$ cat src/rtl/vlmf_pkg.sv
`default_nettype none

package vlmf_pkg;

   // Store geometry
   localparam int BufBytes    = 1024;
   localparam int HeaderBytes = 8;
   localparam int AddrW       = $clog2(BufBytes);
   localparam int PosW        = AddrW + 1;
   localparam int HdrCntW     = $clog2(HeaderBytes);

   // Field widths
   localparam int CmdW    = 3;
   localparam int SizeW   = 10;
   localparam int ByteW   = 8;
   localparam int StatusW = 3;
   localparam int CountW  = 7;
   localparam int HsizeW  = 15;
   localparam int TdataW  = 32;

   // Width for space arithmetic: holds the store size and a full message span
   localparam int SpanW  = (PosW > SizeW + 1) ? PosW : SizeW + 1;
   localparam int SpaceW = SpanW + 1;

   localparam logic [CountW-1:0] CountMax = CountW'(127);
   localparam logic [ByteW-1:0]  LinkFlag = 8'h80;

   // Command codes
   localparam logic [CmdW-1:0] CMD_PUT_START = 3'd0;
   localparam logic [CmdW-1:0] CMD_PUT_DATA  = 3'd1;
   localparam logic [CmdW-1:0] CMD_PEEK      = 3'd2;
   localparam logic [CmdW-1:0] CMD_PURGE     = 3'd3;
   localparam logic [CmdW-1:0] CMD_CLEAR     = 3'd4;

   // Status codes
   localparam logic [StatusW-1:0] ST_OK         = 3'd0;
   localparam logic [StatusW-1:0] ST_NO_SPACE   = 3'd1;
   localparam logic [StatusW-1:0] ST_EMPTY      = 3'd2;
   localparam logic [StatusW-1:0] ST_BAD        = 3'd3;
   localparam logic [StatusW-1:0] ST_BAD_OFFSET = 3'd4;

   typedef struct packed {
      logic [CmdW-1:0]  cmd;
      logic [SizeW-1:0] msg_size;
      logic [ByteW-1:0] data_byte;
      logic [SizeW-1:0] byte_offset;
   } req_type;

   typedef struct packed {
      logic [StatusW-1:0] status;
      logic [ByteW-1:0]   read_byte;
      logic [SizeW-1:0]   head_size;
      logic [CountW-1:0]  msg_count;
   } rsp_type;

   typedef struct packed {
      logic             wr_en;
      logic [AddrW-1:0] wr_addr;
      logic [ByteW-1:0] wr_data;
      logic [AddrW-1:0] rd_addr;
   } mem_req_type;

endpackage

`default_nettype wire

$ cat src/rtl/vlmf_ctrl.sv
`default_nettype none

module vlmf_ctrl (
   input  wire logic                       clock,
   input  wire logic                       reset,
   input  wire logic                       req_valid,
   input  wire vlmf_pkg::req_type          req,
   output logic                            req_ready,
   input  wire logic                       out_free,
   output logic                            rsp_valid,
   output vlmf_pkg::rsp_type               rsp,
   output vlmf_pkg::mem_req_type           mem_req,
   input  wire logic [vlmf_pkg::ByteW-1:0] rd_data
);

   typedef enum logic [3:0] {
      S_IDLE,
      S_DISPATCH,
      S_LINK_RD,
      S_LINK_W2,
      S_LINK_W3,
      S_HDR,
      S_PEEK_LO,
      S_PEEK_HI,
      S_PEEK_DATA,
      S_PURGE_FLAG,
      S_PURGE_LO,
      S_PURGE_HI,
      S_RESP
   } state_type;

   localparam int AddrW  = vlmf_pkg::AddrW;
   localparam int PosW   = vlmf_pkg::PosW;
   localparam int SpaceW = vlmf_pkg::SpaceW;

   state_type                        state_ff, state_in;
   vlmf_pkg::req_type                req_ff, req_in;
   logic [AddrW-1:0]                 rp_ff, rp_in;
   logic [PosW-1:0]                  wp_ff, wp_in;
   logic [vlmf_pkg::CountW-1:0]      count_ff, count_in;
   logic [AddrW-1:0]                 tail_ff, tail_in;
   logic                             tail_valid_ff, tail_valid_in;
   logic [PosW-1:0]                  fill_ff, fill_in;
   logic [vlmf_pkg::SizeW-1:0]       remain_ff, remain_in;
   logic                             active_ff, active_in;
   logic [AddrW-1:0]                 pos_ff, pos_in;
   logic [vlmf_pkg::HdrCntW-1:0]     hdr_cnt_ff, hdr_cnt_in;
   logic [vlmf_pkg::ByteW-1:0]       lo_ff, lo_in;
   logic [vlmf_pkg::StatusW-1:0]     res_status_ff, res_status_in;
   logic [vlmf_pkg::ByteW-1:0]       res_byte_ff, res_byte_in;
   logic [vlmf_pkg::SizeW-1:0]       res_hsize_ff, res_hsize_in;

   logic [SpaceW-1:0]          total;
   logic [SpaceW-1:0]          wp_ext;
   logic [SpaceW-1:0]          rp_ext;
   logic [SpaceW-1:0]          buf_ext;
   logic                       front_region;
   logic                       fit_end;
   logic                       fit_front;
   logic                       fit_gap;
   logic                       space_ok;
   logic [AddrW-1:0]           new_pos;
   logic [15:0]                pos_word;
   logic [15:0]                size_word;
   logic [vlmf_pkg::ByteW-1:0] hdr_byte;
   logic [vlmf_pkg::HsizeW-1:0] hsize_word;

   // Space check for a new message
   assign total   = SpaceW'(req_ff.msg_size) + SpaceW'(vlmf_pkg::HeaderBytes);
   assign wp_ext  = SpaceW'(wp_ff);
   assign rp_ext  = SpaceW'(rp_ff);
   assign buf_ext = SpaceW'(vlmf_pkg::BufBytes);

   assign front_region = (count_ff == '0) || (wp_ext > rp_ext);
   assign fit_end      = (wp_ext <= buf_ext) && (total <= buf_ext - wp_ext);
   assign fit_front    = total <= rp_ext;
   assign fit_gap      = (wp_ext < rp_ext) && (total <= rp_ext - wp_ext);

   always_comb begin
      space_ok = 1'b0;
      new_pos  = wp_ff[AddrW-1:0];
      if (front_region) begin
         if (fit_end) begin
            space_ok = 1'b1;
         end else if (fit_front) begin
            space_ok = 1'b1;
            new_pos  = '0;
         end
      end else if (fit_gap) begin
         space_ok = 1'b1;
      end
   end

   assign pos_word   = 16'(pos_ff);
   assign size_word  = 16'(req_ff.msg_size);
   assign hsize_word = {rd_data[6:0], lo_ff};

   // Header bytes: size, zero link, zero padding
   always_comb begin
      case (hdr_cnt_ff)
         vlmf_pkg::HdrCntW'(0): hdr_byte = size_word[7:0];
         vlmf_pkg::HdrCntW'(1): hdr_byte = size_word[15:8];
         default:               hdr_byte = '0;
      endcase
   end

   // Sequence memory accesses and update queue pointers
   always_comb begin
      state_in      = state_ff;
      req_in        = req_ff;
      rp_in         = rp_ff;
      wp_in         = wp_ff;
      count_in      = count_ff;
      tail_in       = tail_ff;
      tail_valid_in = tail_valid_ff;
      fill_in       = fill_ff;
      remain_in     = remain_ff;
      active_in     = active_ff;
      pos_in        = pos_ff;
      hdr_cnt_in    = hdr_cnt_ff;
      lo_in         = lo_ff;
      res_status_in = res_status_ff;
      res_byte_in   = res_byte_ff;
      res_hsize_in  = res_hsize_ff;
      mem_req       = '0;

      unique case (state_ff)
         S_IDLE: begin
            if (req_valid) begin
               req_in       = req;
               res_byte_in  = '0;
               res_hsize_in = '0;
               state_in     = S_DISPATCH;
            end
         end

         S_DISPATCH: begin
            state_in      = S_RESP;
            res_status_in = vlmf_pkg::ST_BAD;
            case (req_ff.cmd)
               vlmf_pkg::CMD_PUT_START: begin
                  if (req_ff.msg_size == '0 || active_ff) begin
                     res_status_in = vlmf_pkg::ST_BAD;
                  end else if (count_ff >= vlmf_pkg::CountMax || !space_ok) begin
                     res_status_in = vlmf_pkg::ST_NO_SPACE;
                  end else begin
                     pos_in     = new_pos;
                     hdr_cnt_in = '0;
                     if (tail_valid_ff) begin
                        mem_req.rd_addr = tail_ff + AddrW'(1);
                        state_in        = S_LINK_RD;
                     end else begin
                        state_in = S_HDR;
                     end
                  end
               end
               vlmf_pkg::CMD_PUT_DATA: begin
                  if (active_ff) begin
                     mem_req.wr_en   = 1'b1;
                     mem_req.wr_addr = fill_ff[AddrW-1:0];
                     mem_req.wr_data = req_ff.data_byte;
                     fill_in         = fill_ff + PosW'(1);
                     remain_in       = remain_ff - vlmf_pkg::SizeW'(1);
                     if (remain_ff == vlmf_pkg::SizeW'(1)) begin
                        active_in = 1'b0;
                        count_in  = count_ff + vlmf_pkg::CountW'(1);
                     end
                     res_status_in = vlmf_pkg::ST_OK;
                  end
               end
               vlmf_pkg::CMD_PEEK: begin
                  if (count_ff == '0) begin
                     res_status_in = vlmf_pkg::ST_EMPTY;
                  end else begin
                     mem_req.rd_addr = rp_ff;
                     state_in        = S_PEEK_LO;
                  end
               end
               vlmf_pkg::CMD_PURGE: begin
                  if (count_ff == '0) begin
                     res_status_in = vlmf_pkg::ST_EMPTY;
                  end else begin
                     mem_req.rd_addr = rp_ff + AddrW'(1);
                     state_in        = S_PURGE_FLAG;
                  end
               end
               vlmf_pkg::CMD_CLEAR: begin
                  rp_in         = '0;
                  wp_in         = '0;
                  count_in      = '0;
                  tail_in       = '0;
                  tail_valid_in = 1'b0;
                  fill_in       = '0;
                  remain_in     = '0;
                  active_in     = 1'b0;
                  res_status_in = vlmf_pkg::ST_OK;
               end
               default: begin
                  res_status_in = vlmf_pkg::ST_BAD;
               end
            endcase
         end

         // Set the link flag in the old tail header
         S_LINK_RD: begin
            mem_req.wr_en   = 1'b1;
            mem_req.wr_addr = tail_ff + AddrW'(1);
            mem_req.wr_data = rd_data | vlmf_pkg::LinkFlag;
            state_in        = S_LINK_W2;
         end

         S_LINK_W2: begin
            mem_req.wr_en   = 1'b1;
            mem_req.wr_addr = tail_ff + AddrW'(2);
            mem_req.wr_data = pos_word[7:0];
            state_in        = S_LINK_W3;
         end

         S_LINK_W3: begin
            mem_req.wr_en   = 1'b1;
            mem_req.wr_addr = tail_ff + AddrW'(3);
            mem_req.wr_data = pos_word[15:8];
            state_in        = S_HDR;
         end

         // Write the new header one byte a cycle
         S_HDR: begin
            mem_req.wr_en   = 1'b1;
            mem_req.wr_addr = pos_ff + AddrW'(hdr_cnt_ff);
            mem_req.wr_data = hdr_byte;
            if (hdr_cnt_ff == vlmf_pkg::HdrCntW'(vlmf_pkg::HeaderBytes - 1)) begin
               tail_in       = pos_ff;
               tail_valid_in = 1'b1;
               wp_in         = PosW'(SpaceW'(pos_ff) + total);
               fill_in       = PosW'(pos_ff) + PosW'(vlmf_pkg::HeaderBytes);
               remain_in     = req_ff.msg_size;
               active_in     = 1'b1;
               res_status_in = vlmf_pkg::ST_OK;
               state_in      = S_RESP;
            end else begin
               hdr_cnt_in = hdr_cnt_ff + vlmf_pkg::HdrCntW'(1);
            end
         end

         S_PEEK_LO: begin
            lo_in           = rd_data;
            mem_req.rd_addr = rp_ff + AddrW'(1);
            state_in        = S_PEEK_HI;
         end

         S_PEEK_HI: begin
            res_hsize_in = hsize_word[vlmf_pkg::SizeW-1:0];
            if (vlmf_pkg::HsizeW'(req_ff.byte_offset) < hsize_word) begin
               mem_req.rd_addr = rp_ff + AddrW'(vlmf_pkg::HeaderBytes)
                               + AddrW'(req_ff.byte_offset);
               state_in        = S_PEEK_DATA;
            end else begin
               res_status_in = vlmf_pkg::ST_BAD_OFFSET;
               state_in      = S_RESP;
            end
         end

         S_PEEK_DATA: begin
            res_byte_in   = rd_data;
            res_status_in = vlmf_pkg::ST_OK;
            state_in      = S_RESP;
         end

         // Follow the head link, or drop to an empty queue
         S_PURGE_FLAG: begin
            count_in      = count_ff - vlmf_pkg::CountW'(1);
            res_status_in = vlmf_pkg::ST_OK;
            if ((rd_data & vlmf_pkg::LinkFlag) != '0) begin
               mem_req.rd_addr = rp_ff + AddrW'(2);
               state_in        = S_PURGE_LO;
            end else begin
               rp_in         = '0;
               wp_in         = '0;
               tail_in       = '0;
               tail_valid_in = 1'b0;
               state_in      = S_RESP;
            end
         end

         S_PURGE_LO: begin
            lo_in           = rd_data;
            mem_req.rd_addr = rp_ff + AddrW'(3);
            state_in        = S_PURGE_HI;
         end

         S_PURGE_HI: begin
            rp_in    = AddrW'({rd_data, lo_ff});
            state_in = S_RESP;
         end

         S_RESP: begin
            if (out_free) begin
               state_in = S_IDLE;
            end
         end

         default: begin
            state_in = S_IDLE;
         end
      endcase
   end

   // Hold state and result registers
   always_ff @(posedge clock) begin
      if (reset) begin
         state_ff      <= S_IDLE;
         rp_ff         <= '0;
         wp_ff         <= '0;
         count_ff      <= '0;
         tail_ff       <= '0;
         tail_valid_ff <= 1'b0;
         fill_ff       <= '0;
         remain_ff     <= '0;
         active_ff     <= 1'b0;
      end else begin
         state_ff      <= state_in;
         rp_ff         <= rp_in;
         wp_ff         <= wp_in;
         count_ff      <= count_in;
         tail_ff       <= tail_in;
         tail_valid_ff <= tail_valid_in;
         fill_ff       <= fill_in;
         remain_ff     <= remain_in;
         active_ff     <= active_in;
      end
      req_ff        <= req_in;
      pos_ff        <= pos_in;
      hdr_cnt_ff    <= hdr_cnt_in;
      lo_ff         <= lo_in;
      res_status_ff <= res_status_in;
      res_byte_ff   <= res_byte_in;
      res_hsize_ff  <= res_hsize_in;
   end

   assign req_ready     = (state_ff == S_IDLE);
   assign rsp_valid     = (state_ff == S_RESP);
   assign rsp.status    = res_status_ff;
   assign rsp.read_byte = res_byte_ff;
   assign rsp.head_size = res_hsize_ff;
   assign rsp.msg_count = count_ff;

endmodule

`default_nettype wire

$ cat config.mk
export PLATFORM = sky130hd
export DESIGN_NAME = vlmf_ctrl
export DESIGN_NICKNAME = d
export VERILOG_FILES = /design/src/rtl/vlmf_pkg.sv /design/src/rtl/vlmf_ctrl.sv
export SDC_FILE = /design/constraint.sdc
export NUM_CORES = 1
export LEC_CHECK = 0
export ABC_CLOCK_PERIOD_IN_PS = 8550
export BUFFER_PORTS_ARGS = -buffer_cell sky130_fd_sc_hd__buf_2
export CAP_MARGIN = 20
export CORE_UTILIZATION = 37
export DETAILED_ROUTE_END_ITERATION = 12
export PLACE_DENSITY_LB_ADDON = 0.1
export SYNTH_ARGS = -nofsm -noshare
export SYNTH_HDL_FRONTEND = slang
export SYNTH_SLANG_ARGS = --single-unit
$ cat constraint.sdc
create_clock -name clock -period 8.55 [get_ports clock]
set_clock_uncertainty 0.15 [all_clocks]
set_input_delay 1.2825 -clock clock [delete_from_list [all_inputs] [get_ports clock]]
set_output_delay 1.2825 -clock clock [all_outputs]
set_load 0.01 [all_outputs]
Word-level counts from Yosys, hierarchy flattened

Cells that the tools add are included.

$add $sub $neg: 19
Multiplexer cells: 78
Reductions and logical operators: 34
Magnitude comparators: 8
Equal/unequal tests: 32
Bitwise gates (word level): 2

Operators with widths:

| cell                                                                  | number |
|---|---|
| 10-bit two-way mux                                                    | 16 |
| 19-bit one-hot mux with 5 select lines                                | 1 |
| 10-bit one-hot mux with 3 select lines                                | 3 |
| 10-bit one-hot mux with 2 select lines                                | 3 |
| 11-bit two-way mux                                                    | 5 |
| 10-bit one-hot mux with 5 select lines                                | 1 |
| 4-bit one-hot mux with 12 select lines                                | 1 |
| 11-bit one-hot mux with 2 select lines                                | 2 |
| 10-bit by 2-bit adder with 10-bit output, second input constant       | 4 |
| 19-bit two-way mux                                                    | 2 |
| 11-bit one-hot mux with 3 select lines                                | 1 |
| 8-bit one-hot mux with 2 select lines                                 | 2 |
| 3-bit two-way mux                                                     | 10 |
| 7-bit one-hot mux with 2 select lines                                 | 2 |
| 11-bit by 12-bit <= comparator with 1-bit output                      | 2 |
| 4-bit two-way mux                                                     | 6 |
| 3-bit one-hot mux with 4 select lines                                 | 2 |
| 10-bit by 4-bit adder with 11-bit output, second input constant       | 2 |
| 10-bit by 1-bit adder with 10-bit output, second input constant       | 2 |
| 4-bit equality test, second input constant                            | 5 |
| 4-bit by 3-bit equality test with 1-bit output, second input constant | 4 |
| 2-bit != test, second input constant                                  | 8 |
| 4-bit AND reduction                                                   | 4 |
| 10-bit by 15-bit < comparator with 1-bit output                       | 1 |
| 48 further kinds                                                      | 84 |

Input bits: 43
Register bits after elaboration: 138
Output and inout port bits: 59

Longest topological paths before layout

Depth after elaboration: 11
Gate-level depth with buffers: 18
Gate-level depth less buffers: 18

Worst setup path after synthesis

No wires, ideal clock.

Path kind: register to output
Start: reg rp_ff[0]
End: out mem_req[0] in the netlist's numbering
Cell stages (with the launch flop): 19
Required time: 7.118 ns
Path slack: 3.532 ns
Arrival time: 3.585 ns
Path through: dfxtp_1 inv_1 ha_1 fa_1 nor2b_1 o21ai_0 a21oi_1 nor2_1 o21bai_1 a21oi_1 xor2_1 ha_1 a21oi_1 nand2_1 a2111oi_0 a221o_1 a211o_1 nand3_2 o221ai_1

RTL lines:

| item                     | line             | RTL |
|---|---|---|
| start: declaration       | vlmf_ctrl.sv:38  | `logic [AddrW-1:0] rp_ff, rp_in;` |
| start signal: assignment | vlmf_ctrl.sv:322 | `rp_ff <= rp_in;` |
| end: declaration         | vlmf_ctrl.sv:12  | `output vlmf_pkg::mem_req_type mem_req,` |

==> impl_metrics.tcl <==
set metrics [dict create \
    run_status "completed" \
    route.antenna.remaining_nets 0 \
    fp.dieH_um 172 \
    route.detailed.vias_per_inst 5.81 \
    slew-limit-headroom_pct 31.9 \
    place_congestion 0.915 \
    post_cts_resize_count 0 \
    number_of_buffers_between_clock_root_and_the_deepest_sink 2 \
    dp_hpwl_mm 27.3 \
    transition_at_the_pin_with_the_smallest_max_transition_slack_ns 1.01 \
    worstHoldEndpoint "remain_ff[3]" \
    synth-edff-count 73 \
    worst_min_delay_path_class "reg -> reg" \
    cts_setup_buffers 0 \
    timing.critical_path.required_ns 7.12 \
    cts.reportedPaths.clkPinSlew_ns 0.07 \
    first_iter_violations 879 \
    top_level_ports 102 \
    regArea_um2 3470 \
    setup_viol 0 \
    layout-area-overhead-vs-synth_pct 13.2 \
    grtUsageTotal_pct 25.1 \
    rr_endpoint "pos_ff[3]" \
    root_buffer "clkbuf_16" \
    p_leak_nw 4.78 \
    yosysUniqueCellTypes 77 \
    tritoncts "built" \
    syn-mean-instance-area_um2 8.42 \
    worst_ir_drop_vdd_uv 145 \
    start_util_pct 38.0 \
    die_w_um 172 \
    rsz_0062_raised_after_global_routing "no" \
    synth-seq-cells 137 \
    grt_max_degree 70 \
    slew_violations 0 \
    filler_cell_count 2893 \
    worst_skew_pair.late_latency_ns 0.43 \
    syn-cell-area_um2 10700 \
    postSynthNetCount 1416 \
    regToRegStartpoint "rp_ff[0]" \
    finalCoreUtilization_pct 43.0 \
    final_common_cell "nor2_1" \
    tritoncts.num_buffers 17 \
    layout-drive-gt1-share_pct 12.0 \
    remaining_global_route_overflow 0 \
    critical_path.max_fanout 15 \
    fin_nets 1486 \
    worstHoldStart "remain_ff[3]" \
    synth_seq_area_share_pct 32.6 \
    worst_r2r_path_depth 18 \
    worst_path_largest_cell_delay_ns 0.68 \
    final_hold_viol_count 0 \
    final.period_utilization_pct 79.3 \
    wl_per_cell_um 21.0 \
    routed_wl_mm 36.2 \
    arrival_ns 5.35 \
    grt_antenna_before_repair 0 \
    first_global_vias 9459 \
    ctsHtreeMaxLevel 4 \
    powerDensity_nw_per_um2 229 \
    floorplan.rows 61 \
    syn_inst 1267 \
    io_buffers 101 \
    multiInputGateArea_um2 6670 \
    register_to_register_setup_slack_ns 2.96 \
    diodes 0 \
    postPlaceCellArea_um2 11500 \
    drv_cap 0 \
    report.power.total_mw 2.76 \
    grt_first_pass_wirelength_mm 55.8 \
    max_freq_mhz 147 \
    design.core.area_um2 28100 \
    most-common-layout-cells "nor2_1, nand2_1, ha_1" \
    worst_setup_path_type "reg -> out" \
    cp_slowest_cell "dfxtp_1" \
    critPathCaptureType "primary output" \
    yosysWarnings 0 \
    cts_hold_repair.buffers 0 \
    remaining_drc_errors 0 \
    num_vias 10000 \
    placement.setup.worst_slack_ns 2.36 \
    final_period_minus_worst_setup_slack_ns 6.78 \
    critical_path.startpoint_type "register" \
    finish.instance_area_um2 12100 \
    total_die_area_um2 29500 \
    tns_ns 0 \
    synth-async-reset-ratio_pct 0 \
    drt_pass1_iterations 5 \
    hold_depth 2 \
    dominant_synthesized_flop_cell "edfxtp_1" \
    critical_path_cell_sequence "inv_1, ha_1, fa_1, nor2b_1, o21ai_0, a21oi_1, nor2_1, o21bai_1, a21oi_1, xor2_1, ha_1, nand4_1, nor2_1, a2111oi_0, a221o_1, a211o_1, nand3_2, o221ai_1, buf_2" \
    setup_slack_ns 1.77 \
    tritoncts_num_sinks 137 \
]
area by class of cell:
class	instances	share of cell area (%)
multi-input combinational	994	55.3
sequential	137	28.8
timing repair buffer	115	5.06
tap	378	3.92
clock buffer	17	3.52
inverter	72	2.24
clock inverter	15	1.24
per-layer routing:
layer	global-route usage (%)	share of wire, %	up-vias
met5	0	0	-
met4	8.93	2.6	0
met3	3.91	5.6	47
met2	38.9	44	353
met1	35.0	48	4804
li1	-	-	4830
through the flow:
stage                     hold WS (ns)  cells
after global placement           0.342   1695
after CTS                        0.377   1727
final                            0.369   1728
after global routing             0.407   1728
after floorplan                  0.316   1267
after detailed placement         0.360   1695
synth_stat cells (all sizes together), types with 20 or more instances:
| cell | number | share of area, % |
|---|---|---|
| o21ai | 70 | 3.3 |
| dfxtp | 64 | 12 |
| nor3 | 38 | 1.8 |
| nor2 | 136 | 4.8 |
| xnor2 | 44 | 3.6 |
| inv | 72 | 2.5 |
| nand2 | 102 | 3.6 |
| a22oi | 43 | 3.0 |
| xor2 | 34 | 2.8 |
| a211oi | 23 | 1.7 |
| ha | 102 | 12 |
| nand3 | 43 | 2.1 |
| a21oi | 79 | 3.7 |
| edfxtp | 73 | 21 |
| and3 | 22 | 1.3 |
| clkbuf | 56 | 2.0 |
| o211ai | 20 | 1.4 |
flip-flops by register name, indices dropped and copies added (netlist names), 4 cells and up:
signal        count
wp_ff            11
pos_ff           10
rp_ff            10
count_ff          7
state_ff          4
res_byte_ff       8
remain_ff        10
fill_ff          10
tail_ff          10
req_ff           31
res_hsize_ff     10
lo_ff             8
worst max path at each step:
stage               slack [ns]  startpoint    endpoint
finish                    1.77    rp_ff[0]  mem_req[0]
global route              1.37    rp_ff[0]  mem_req[0]
CTS                       1.86    rp_ff[0]  mem_req[0]
detailed placement        2.36    rp_ff[0]  mem_req[0]
global placement          2.47    rp_ff[0]  mem_req[0]
floorplan                 3.53    rp_ff[0]  mem_req[0]
logic make-up after synthesis:
logic type	synth area share, %
adders and majority gates	12.7
and+or+nand+nor	20.5
xor gates and xnor gates	6.40
DFF	32.6
muxes	0.0938
buffers and inverters	4.91
AOI/OAI and AO/OA	22.8
worst max-delay path: cells and delay by family, from the launching register on:
kind,cells,cell delay [ns]
adders and majority gates,3,0.99
DFF,1,0.68
AOI/OAI and AO/OA,8,1.93
buffers and inverters,2,0.43
xor gates and xnor gates,1,0.16
and+or+nand+nor,5,0.73
report_power, final:
part	internal [mW]	switching (mW)
combinational	0.400	0.664
clock	0.389	0.349
sequential	0.826	0.132
total	1.62	1.15
Note: power is estimated with default switching activity, not from simulation.
